`src/hdl/pbpa_pkg.sv`:
```
// ----------------------------------------------------------------------------
// pbpa_pkg
// Shared widths, codes and control/status bundles of the block pool allocator.
// ----------------------------------------------------------------------------
package pbpa_pkg;

  // pool limits, tied to the handle and count widths of the ports
  localparam int unsigned MAX_BLOCKS = 1024;
  localparam int unsigned MAX_PAGES  = 16;

  localparam int unsigned HANDLE_W = 10;  // block handle
  localparam int unsigned COUNT_W  = 11;  // block counts, handle or null
  localparam int unsigned PAGES_W  = 5;
  localparam int unsigned OFFSET_W = 20;
  localparam int unsigned CMD_W    = 2;
  localparam int unsigned STATUS_W = 2;

  localparam int unsigned DSIZE_W  = 13;
  localparam int unsigned PSIZE_W  = 17;
  localparam int unsigned ALIGN_W  = 4;
  localparam int unsigned BLKSZ_W  = 16;  // block size in bytes, up to 32768
  localparam int unsigned CFG_W    = 17;
  localparam int unsigned CFG_IDX_W = 2;

  localparam logic [CMD_W-1:0] CMD_ALLOC    = 2'd0;
  localparam logic [CMD_W-1:0] CMD_FREE     = 2'd1;
  localparam logic [CMD_W-1:0] CMD_FREE_ALL = 2'd2;

  localparam logic [STATUS_W-1:0] ST_OK        = 2'd0;
  localparam logic [STATUS_W-1:0] ST_EXHAUSTED = 2'd1;
  localparam logic [STATUS_W-1:0] ST_TOO_SMALL = 2'd2;
  localparam logic [STATUS_W-1:0] ST_BAD_INDEX = 2'd3;

  localparam logic [CFG_IDX_W-1:0] REG_DATA_SIZE = 2'd0;
  localparam logic [CFG_IDX_W-1:0] REG_PAGE_SIZE = 2'd1;
  localparam logic [CFG_IDX_W-1:0] REG_ALIGN     = 2'd2;

  localparam logic [COUNT_W-1:0] NULL_LINK = COUNT_W'(MAX_BLOCKS);

  typedef struct packed {
    logic                div_start;
    logic                empty;
    logic                latch_req;
    logic                claim_start;
    logic                claim_step;
    logic                pop_commit;
    logic                free_push;
    logic                status_we;
    logic [STATUS_W-1:0] status;
    logic                load_out;
  } ctrl_cmd_t;

  typedef struct packed {
    logic             cfg_hit;
    logic             div_done;
    logic [CMD_W-1:0] req_cmd;
    logic             head_null;
    logic             bpp_zero;
    logic             no_room;
    logic             free_bad;
    logic             claim_last;
  } ctrl_sts_t;

endpackage

```
`src/hdl/pbpa_ctrl.sv`:
```
// ----------------------------------------------------------------------------
// pbpa_ctrl
// Controller: sequences geometry setup, allocate, free and the output register.
// ----------------------------------------------------------------------------
module pbpa_ctrl (
  input  logic                 clk,
  input  logic                 rst,
  input  logic                 in_valid,
  output logic                 in_ready,
  output logic                 out_valid,
  input  logic                 out_ready,
  input  pbpa_pkg::ctrl_sts_t  sts,
  output pbpa_pkg::ctrl_cmd_t  cmd
);
  import pbpa_pkg::*;

  localparam logic [2:0] S_DIV_START = 3'd0;
  localparam logic [2:0] S_DIV_RUN   = 3'd1;
  localparam logic [2:0] S_IDLE      = 3'd2;
  localparam logic [2:0] S_DECODE    = 3'd3;
  localparam logic [2:0] S_CLAIM     = 3'd4;
  localparam logic [2:0] S_POP_RD    = 3'd5;
  localparam logic [2:0] S_POP_DONE  = 3'd6;
  localparam logic [2:0] S_RESULT    = 3'd7;

  logic [2:0] state;
  logic [2:0] state_next;

  // no request is taken in the cycle of a register write
  assign in_ready = (state == S_IDLE) && !sts.cfg_hit;

  always_comb begin
    cmd        = '0;
    state_next = state;
    unique case (state)
      S_DIV_START: begin
        cmd.div_start = 1'b1;
        cmd.empty     = 1'b1;
        state_next    = S_DIV_RUN;
      end
      S_DIV_RUN: begin
        if (sts.div_done) begin
          state_next = S_IDLE;
        end
      end
      S_IDLE: begin
        if (in_valid) begin
          cmd.latch_req = 1'b1;
          state_next    = S_DECODE;
        end
      end
      S_DECODE: begin
        state_next = S_RESULT;
        case (sts.req_cmd)
          CMD_ALLOC: begin
            if (!sts.head_null) begin
              state_next = S_POP_RD;
            end else if (sts.bpp_zero) begin
              cmd.status_we = 1'b1;
              cmd.status    = ST_TOO_SMALL;
            end else if (sts.no_room) begin
              cmd.status_we = 1'b1;
              cmd.status    = ST_EXHAUSTED;
            end else begin
              cmd.claim_start = 1'b1;
              state_next      = S_CLAIM;
            end
          end
          CMD_FREE: begin
            if (sts.free_bad) begin
              cmd.status_we = 1'b1;
              cmd.status    = ST_BAD_INDEX;
            end else begin
              cmd.free_push = 1'b1;
            end
          end
          CMD_FREE_ALL: cmd.empty = 1'b1;
          default: ;
        endcase
      end
      S_CLAIM: begin
        cmd.claim_step = 1'b1;
        if (sts.claim_last) begin
          state_next = S_POP_RD;
        end
      end
      // head entry is read from memory here
      S_POP_RD: state_next = S_POP_DONE;
      S_POP_DONE: begin
        cmd.pop_commit = 1'b1;
        state_next     = S_RESULT;
      end
      S_RESULT: begin
        if (!out_valid || out_ready) begin
          cmd.load_out = 1'b1;
          state_next   = S_IDLE;
        end
      end
      default: state_next = S_DIV_START;
    endcase
    // a register write empties the pool and recomputes the geometry
    if (sts.cfg_hit) begin
      cmd        = '0;
      state_next = S_DIV_START;
    end
  end

  always_ff @(posedge clk) begin
    if (rst) begin
      state     <= S_DIV_START;
      out_valid <= 1'b0;
    end else begin
      state <= state_next;
      if (cmd.load_out) begin
        out_valid <= 1'b1;
      end else if (out_ready) begin
        out_valid <= 1'b0;
      end
    end
  end

endmodule
```
`config.mk`:
```
export PLATFORM = sky130hd
export DESIGN_NAME = pbpa_ctrl
export DESIGN_NICKNAME = d
export VERILOG_FILES = /design/src/hdl/pbpa_pkg.sv /design/src/hdl/pbpa_ctrl.sv
export SDC_FILE = /design/constraint.sdc
export NUM_CORES = 1
export LEC_CHECK = 0
export BUFFER_PORTS_ARGS = -buffer_cell sky130_fd_sc_hd__buf_2
export CORE_AREA = 2 2 39 41
export DETAILED_ROUTE_END_ITERATION = 7
export DIE_AREA = 0 0 41 43
export SETUP_SLACK_MARGIN = 0.3
export SYNTH_ARGS = -nofsm -noshare
export SYNTH_HDL_FRONTEND = slang
export SYNTH_SLANG_ARGS = --single-unit
```
`constraint.sdc`:
```
create_clock -name clk -period 2 [get_ports clk]
set_input_delay 0.2 -clock clk [delete_from_list [all_inputs] [get_ports clk]]
set_output_delay 0.2 -clock clk [all_outputs]
set_load 0.01 [all_outputs]
```
# [After elaboration in Yosys (flattened, before gate mapping)]
# Cells that the tools add are included.
[word_totals] regBits=4 input_bits=13 out_inout_bits=13 wordCells=58
[op_classes] eq_ne=13 n_mux=34 n_reduce_logical=9
[ops] operator="2-to-1 mux 3 bit" n=11
[ops] operator="case mux 3 bit (8 select lines)" n=1
[ops] operator="2-to-1 mux 1 bit" n=17
[ops] operator="equality test 3 bit, second input constant" n=4
[ops] operator="2-to-1 mux 11 bit" n=1
[ops] operator="!= test 2 bit, second input constant" n=4
[ops] operator="equality test 3 x 2 -> 1 bit, second input constant" n=2
[ops] operator="case mux 3 bit (2 select lines)" n=1
[ops] operator="2-to-1 mux 4 bit" n=1
[ops] operator="AND reduction 4 bit" n=1
[ops] operator="equality test 3 x 1 -> 1 bit, second input constant" n=1
[ops] operator="logical NOT 3 bit" n=1
[ops] operator="equality test 2 x 1 -> 1 bit, second input constant" n=1
[ops] operator="equality test 2 bit, second input constant" n=1
[ops] operator="logical NOT 1 bit" n=2
[ops] operator="logical NOT 2 bit" n=1
[ops] operator="2-to-1 mux 2 bit" n=1
[ops] operator="case mux 1 bit (2 select lines)" n=1
[ops] operator="nonzero test 2 bit" n=1
[ops] operator="OR reduction 2 bit" n=1
[ops] operator="logical AND 1 bit" n=1
[ops] operator="logical OR 1 bit" n=1

# [Depth between registers and ports, before layout]
# Gate-level depths: netlist of run 1.
[depth] word_depth=7 ltp_mapped=5 ltp_nobuf=4

# [Worst setup path before layout of run 1]
# Ideal clock, no wire load.
[synth_timing] path_kind="flip-flop to output port" startpoint="reg state[0]" endpoint="out cmd[8] in the netlist's numbering" arrival_ns=1.142 required_ns=1.800 slack_ns=0.658 stages_incl_launch_ff=5 n_path_buf=2 cell_sequence="dfxtp_1 buf_6 buf_2 nor3_1 and2_1"
[synth_rtl] element="from (decl)" line_no="pbpa_ctrl.sv:26" text="logic [2:0] state;"
[synth_rtl] element="from (signal assigned)" line_no="pbpa_ctrl.sv:113" text="state <= state_next;"
[synth_rtl] element="to (decl)" line_no="pbpa_ctrl.sv:13" text="output pbpa_pkg::ctrl_cmd_t cmd"

==> results of run 1 <==
## sequential cells by signal (all words and copies together), names as in the netlist
signal and cells:
out_valid 1, state 3
## timing repair
item,4_1_cts,5_1_grt
hold endpoints to repair,0,0
resized for setup,2,5
endpoints found under the setup margin,6,5
gates cloned,0,0
## how the worst max path moves through the flow
| stage | endpoint | cells after the start |
|---|---|---|
| finish | cmd[4] | 5 |
| global placement | cmd[4] | 4 |
| detailed placement | cmd[4] | 4 |
| floorplan | cmd[8] | 4 |
| global route | cmd[4] | 5 |
| CTS | cmd[4] | 5 |
## cell families (layout without fill, tap and decap cells)
logic type | Yosys count | after routing
AO/OA/AOI/OAI | 14 | 14
buffers and inverters | 5 | 29
flip-flops | 4 | 4
multiplexers | 1 | 1
AND/OR/NAND/NOR | 34 | 34
## placed cells by master (no fill, tap or decap), types with 2 or more instances in the layout
cell	netlist	layout
nand2b_1	2	2
clkbuf_4	0	3
nand2_1	6	5
nor2b_1	3	2
nand4_1	2	2
nor2b_2	1	2
o21a_1	2	2
nor3_1	5	5
dfxtp_4	0	2
o21ai_0	3	3
nor2_1	6	6
buf_2	2	25
a21oi_1	5	5
## layout make-up
type | count | area [um^2]
Fill cell | 157 | 825
Multi-Input combinational cell | 49 | 299
Timing Repair Buffer | 25 | 125
Sequential cell | 4 | 88.8
Clock buffer | 3 | 22.5
Tap cell | 16 | 20.0
Inverter | 1 | 3.75
## critical path: stages (launching register included)
cell      delay, ns
dfxtp_2        0.37
nand2b_1       0.20
nor2_1         0.16
nand2_2        0.11
nor3_1         0.13
buf_2          0.15
## metrics by stage
step           area, um^2  hold WS [ns]  cells
2_1_floorplan         407         0.269     58
3_3_place_gp          523         0.401     95
3_5_place_dp          523         0.406     95
4_1_cts               548         0.157     98
5_1_grt               559         0.170     98
6_report              559         0.162     98
## metal layers
layer	global-route usage, %	up-vias	part of all wire (%)
met5	0	-	0
met4	2.00	0	0
met3	7.85	0	9.3
met2	20.0	24	44
met1	16.3	208	47
li1	-	261	-
## power by group
| group | switching [mW] | leakage [nW] | internal, mW |
|---|---|---|---|
| Combinational | 0.0243 | 0.210 | 0.0255 |
| Clock | 0.0317 | 0.0138 | 0.0670 |
| Sequential | 0.00767 | 0.0344 | 0.0812 |
==> out/results.ini, run 1 <==
[timing]
fin_setup_tns_ns = 0
final.setup.worst_slack_ns = 0.439
achievable-frequency_ghz = 0.641
tightestPinTransition_ns = 0.234
fin_worst_skew_ns = 0.00452
rsz0062_at_grt = no
timing.final.max_slew_violations = 0
final.period_utilization_pct = 78.1
final_setup_violations = 0
fin_crit_ns = 1.56
hold_viol = 0
timing.max_slew.rel_slack_pct = 84.2

[logic_synthesis]
main_combinational_cell_family_by_area_after_synthesis = simple AND/OR/NAND/NOR gates
sequential_element_share_of_the_synthesized_area_pct = 19.7
syn-num-nets = 71
netlist.top_cell.by_area = dfxtp_1
post_synth_most_frequent_cells = 6 x nand2_1, 6 x nor2_1, 5 x a21oi_1, 5 x nor3_1, 4 x dfxtp_1
dominantRegCellSynth = dfxtp_1
postSynth.asyncResetShare_pct = 0
ys_ff_latch = 4
synthTopCellsByArea = dfxtp_1 20%, a21oi_1 6.2%, nor3_1 6.2%, nand2_1 5.5%, nor2_1 5.5%
synth_mux_area_share_pct = 3.69
synth_enable_flop_cells = 0
synth_top_cell_area_share_pct = 19.7
yosysUniqueCellTypes = 29
netlist_instances = 58
ys_warn_count = 0
synth-compound-area-share_pct = 22.5
yosys.area_share.simple_pct = 46.2
post_synth_instance_area_um2 = 407
post_synth_xor_area_fraction_pct = 0
post_synth_fa_ha_maj_area_fraction_pct = 0
avgSynthCellArea_um2 = 7.01

[outcome]
status = finished clean

[routing]
vias = 493
ant_nets = 0
vias_per_cell = 5.03
wl_per_cell_um = 10.4
route.final.wire_length_mm = 1.02
detail_route.drc_violations = 0
dr.pass1.iters = 4
drt_iter0_drc = 12

[clock_network]
cts_num_sinks = 4
clk_path_buf_depth = 2
cts_htree_levels = 1
insertion_delay_to_the_later_sink_of_the_worst_skew_pair_ns = 0.23
holdBufCountCts = 0
tritoncts.num_buffers = 3
tritoncts = built
cts.reportedPaths.clkPinSlew_ns = 0.04
clock-root-buffer = clkbuf_4
cts.repair_timing.setup_buffer_count = 0

[hold_path]
min_path_cells = 2
min-delay-start = rst
min_delay_worst_endpoint = out_valid$_SDFFE_PP0P_
hold_class = input port to flip-flop

[die]
die_area_um2 = 1760
initial_utilization_pct = 29.4
die_x_um = 41
core_area_um2 = 1380
io_pins = 26
core.rowCount = 14
dieHeight_um = 43

[global_route]
via_count_of_the_first_global_routing_pass = 416
grtUsageTotal_pct = 13.3
global_route.overflow_total = 0
number_of_antenna_violations_at_the_first_check_in_global_routing = 0
grt_start_max_net_pins = 18
grt_first_pass_wirelength_mm = 1.63

[critical_path]
start_kind = flip-flop
setup.reg_to_reg.worst_slack_ns = 0.72
timing.critical_path.to_type = output port
regToRegEndpoint = state[0]$_SDFFE_PP0P_
r2r.worst_path.cells = 4
worstPathMaxFanout = 11
regToRegStartpoint = state[0]$_SDFFE_PP0P_
crit_type = flip-flop to output port
critPathLaunch = state[2]$_SDFFE_PP0P_
worstPathArrival_ns = 1.36
cp.required_ns = 1.80

[power_and_ir_drop]
report.power.total_mw = 0.237
leakage_nw = 0.258
worst_ir_drop_vdd_v = 0.000311
pwr_density_nw_per_um2 = 424

[layout]
area_growth_syn_to_layout_pct = 37.5
drive_gt1_share_pct = 45.1
final_core_util_pct = 40.4
final_nets = 97
antenna_cells_inserted = 0

[job]
cap_viol_max_count = 0

[place]
place_worst_setup_slack_ns = 0.442
gpl.final_weighted_congestion = 0.707
count_of_buffers_from_port_buffering = 25
dp_hpwl_um = 776

No activity file was read; power rests on OpenSTA's default activity.
==> inputs of run 2 (changes only) <==
Settings changed: ABC_AREA from default to 1.
Clock period 2 ns to 1.5 ns, I/O delays scaled along.
==> out/results.ini, run 2 <==
[critical_path]
timing.critical_path.slowest_cell_delay_ns = 0.36
path_depth = 3
cp.required_ns = 1.35
start_kind = flip-flop
timing.critical_path.to_type = output port
cp_slowest_cell = dfxtp_4
regToRegEndpoint = state[2]$_SDFFE_PP0P_
crit_type = flip-flop to output port
regToRegStartpoint = state[1]$_SDFFE_PP0P_
timing.critical_path.buf_inv = 2
worstPathMaxFanout = 5
worstPathCellList = buf_4, nor4_4, buf_2
setup.reg_to_reg.worst_slack_ns = 0.38
worstPathArrival_ns = 1.19
cp_top_family = flip-flops
r2r.worst_path.cells = 8

[logic_synthesis]
post_synth_instance_area_um2 = 457
dominantRegCellSynth = dfxtp_1
synth_enable_flop_cells = 0
netlist_instances = 79
synth_top_cell_area_share_pct = 17.5
postSynth.asyncResetShare_pct = 0
syn-num-nets = 92
sequential_element_share_of_the_synthesized_area_pct = 17.5
post_synth_most_frequent_cells = 14 x nand2_1, 14 x nor2_1, 10 x inv_1
ys_ff_latch = 4
ys_warn_count = 0
avgSynthCellArea_um2 = 5.78
synthTopCellsByArea = dfxtp_1 18%, nand2_1 12%, nor2_1 12%, inv_1 8.2%, nand3_1 6.6%
netlist.top_cell.by_area = dfxtp_1
yosysUniqueCellTypes = 24

[clock_network]
clk_path_buf_depth = 2
insertion_delay_to_the_later_sink_of_the_worst_skew_pair_ns = 0.23
tritoncts = built
cts.reportedPaths.clkPinSlew_ns = 0.04
tritoncts.num_buffers = 3
cts_htree_levels = 1
holdBufCountCts = 0
clock-root-buffer = clkbuf_4
cts_num_sinks = 4

[layout]
antenna_cells_inserted = 0
registers_with_the_most_flip_flops = state: 3 flops, out_valid: 1 flops
final_core_util_pct = 53.4
commonest_non_fill_non_tap_cell_in_the_layout = buf_2
drive_gt1_share_pct = 50.4
area_growth_syn_to_layout_pct = 61.9
post-route-cell-area_um2 = 739
registers.top_by_ff_count = state
final_nets = 130
largest_register_ff_count = 3
most-common-layout-cells = 25 x buf_2, 13 x nor2_1, 13 x nand2_1, 10 x inv_1, 9 x buf_4
final_cell_count_no_fill = 131

[die]
initial_utilization_pct = 33.0
io_pins = 26
die_x_um = 41
core.rowCount = 14
die_area_um2 = 1760
core_area_um2 = 1380
dieHeight_um = 43

[global_route]
number_of_antenna_violations_at_the_first_check_in_global_routing = 0
grt_first_pass_wirelength_mm = 2.02
global_route.overflow_total = 0
grtUsageTotal_pct = 17.4
via_count_of_the_first_global_routing_pass = 532
grt_start_max_net_pins = 10

[hold_path]
min_path_cells = 2
min_delay_worst_endpoint = out_valid$_SDFFE_PP0P_
hold_class = input port to flip-flop
min-delay-start = rst

[outcome]
status = finished clean

[timing]
fin_worst_skew_ns = 0.00245
achievable-frequency_ghz = 0.746
timing.final.max_slew_violations = 0
final_setup_violations = 0
rsz0062_at_grt = yes
hold_viol = 0
fin_crit_ns = 1.34
final.period_utilization_pct = 89.4
tightestPinTransition_ns = 0.386
timing.hold.ws_ns = 0.0869
fin_setup_tns_ns = 0
timing.max_slew.rel_slack_pct = 74.2

[routing]
route.final.wire_length_mm = 1.53
ant_nets = 0
vias = 637
wl_per_cell_um = 11.7
drt_iter0_drc = 6
vias_per_cell = 4.86
dr.pass1.iters = 4
detail_route.drc_violations = 0

[place]
count_of_buffers_from_port_buffering = 25
placed_cells_incl_taps = 119
dpl_cell_area_um2 = 594
gpl.final_weighted_congestion = 0.780
dp_hpwl_um = 965

[power_and_ir_drop]
pwr_density_nw_per_um2 = 490
leakage_nw = 0.410
worst_ir_drop_vdd_v = 0.000387

[job]
cap_viol_max_count = 0

-- run 2: cell count changes in the layout (fill, tap and decap cells not counted), sizes merged, moves of 4 or more --
cell | previous run | this run
nor2 | 6 | 18
nand2 | 6 | 16
nor2b | 4 | 0
buf | 25 | 34
inv | 1 | 15
nand3 | 1 | 7
-- run 2: how the worst max path moves through the flow --
stage	from	to	slack, ns
2_1_floorplan	state[0]$_SDFFE_PP0P_	cmd[4]	0.40
3_3_place_gp	state[2]$_SDFFE_PP0P_	cmd[5]	0.22
3_5_place_dp	state[2]$_SDFFE_PP0P_	cmd[9]	0.27
4_1_cts	state[1]$_SDFFE_PP0P_	cmd[9]	0.16
5_1_grt	state[0]$_SDFFE_PP0P_	cmd[5]	0.11
6_report	state[0]$_SDFFE_PP0P_	cmd[5]	0.16
-- run 2: logic make-up (layout without fill, tap and decap cells) --
group | after synthesis | after routing | synth area share, %
DFF | 4 | 4 | 17.5
AOI/OAI and AO/OA | 11 | 11 | 13.7
buffers and inverters | 16 | 52 | 14.0
and+or+nand+nor | 48 | 48 | 54.8
-- run 2: through the flow --
step / power [mW] / setup WS (ns)
final: 0.363 / 0.160
after floorplan: 0.169 / 0.396
after CTS: 0.351 / 0.155
after global placement: 0.206 / 0.217
after detailed placement: 0.206 / 0.274
after global routing: 0.389 / 0.107
-- run 2: layer usage --
metal  vias to the layer above  global-route usage (%)  wire length, um
li1                        325                       -                -
met1                       276                    16.1              579
met2                        30                    29.1              787
met3                         6                    4.19               99
met4                         0                    14.7               62
met5                         -                       0                0
-- run 2: timing repair --
action / 4_1_cts / 5_1_grt
pin swaps: 5 / 6
setup buffers: 5 / 4
gates resized for setup: 8 / 7
setup endpoints to repair: 12 / 13
-- run 2: layout make-up --
type                       instances  area [um^2]
clock buffer                       3         22.5
fill                             159          644
inverter                          15         58.8
multi-input combinational         59          354
sequential                         4         91.3
tap                               16         20.0
timing repair buffer              34          193
-- run 2: power by group --
group / switching, mW / internal, mW
registers: 0.00887 / 0.108
clock network: 0.0420 / 0.0893
logic: 0.0657 / 0.0487
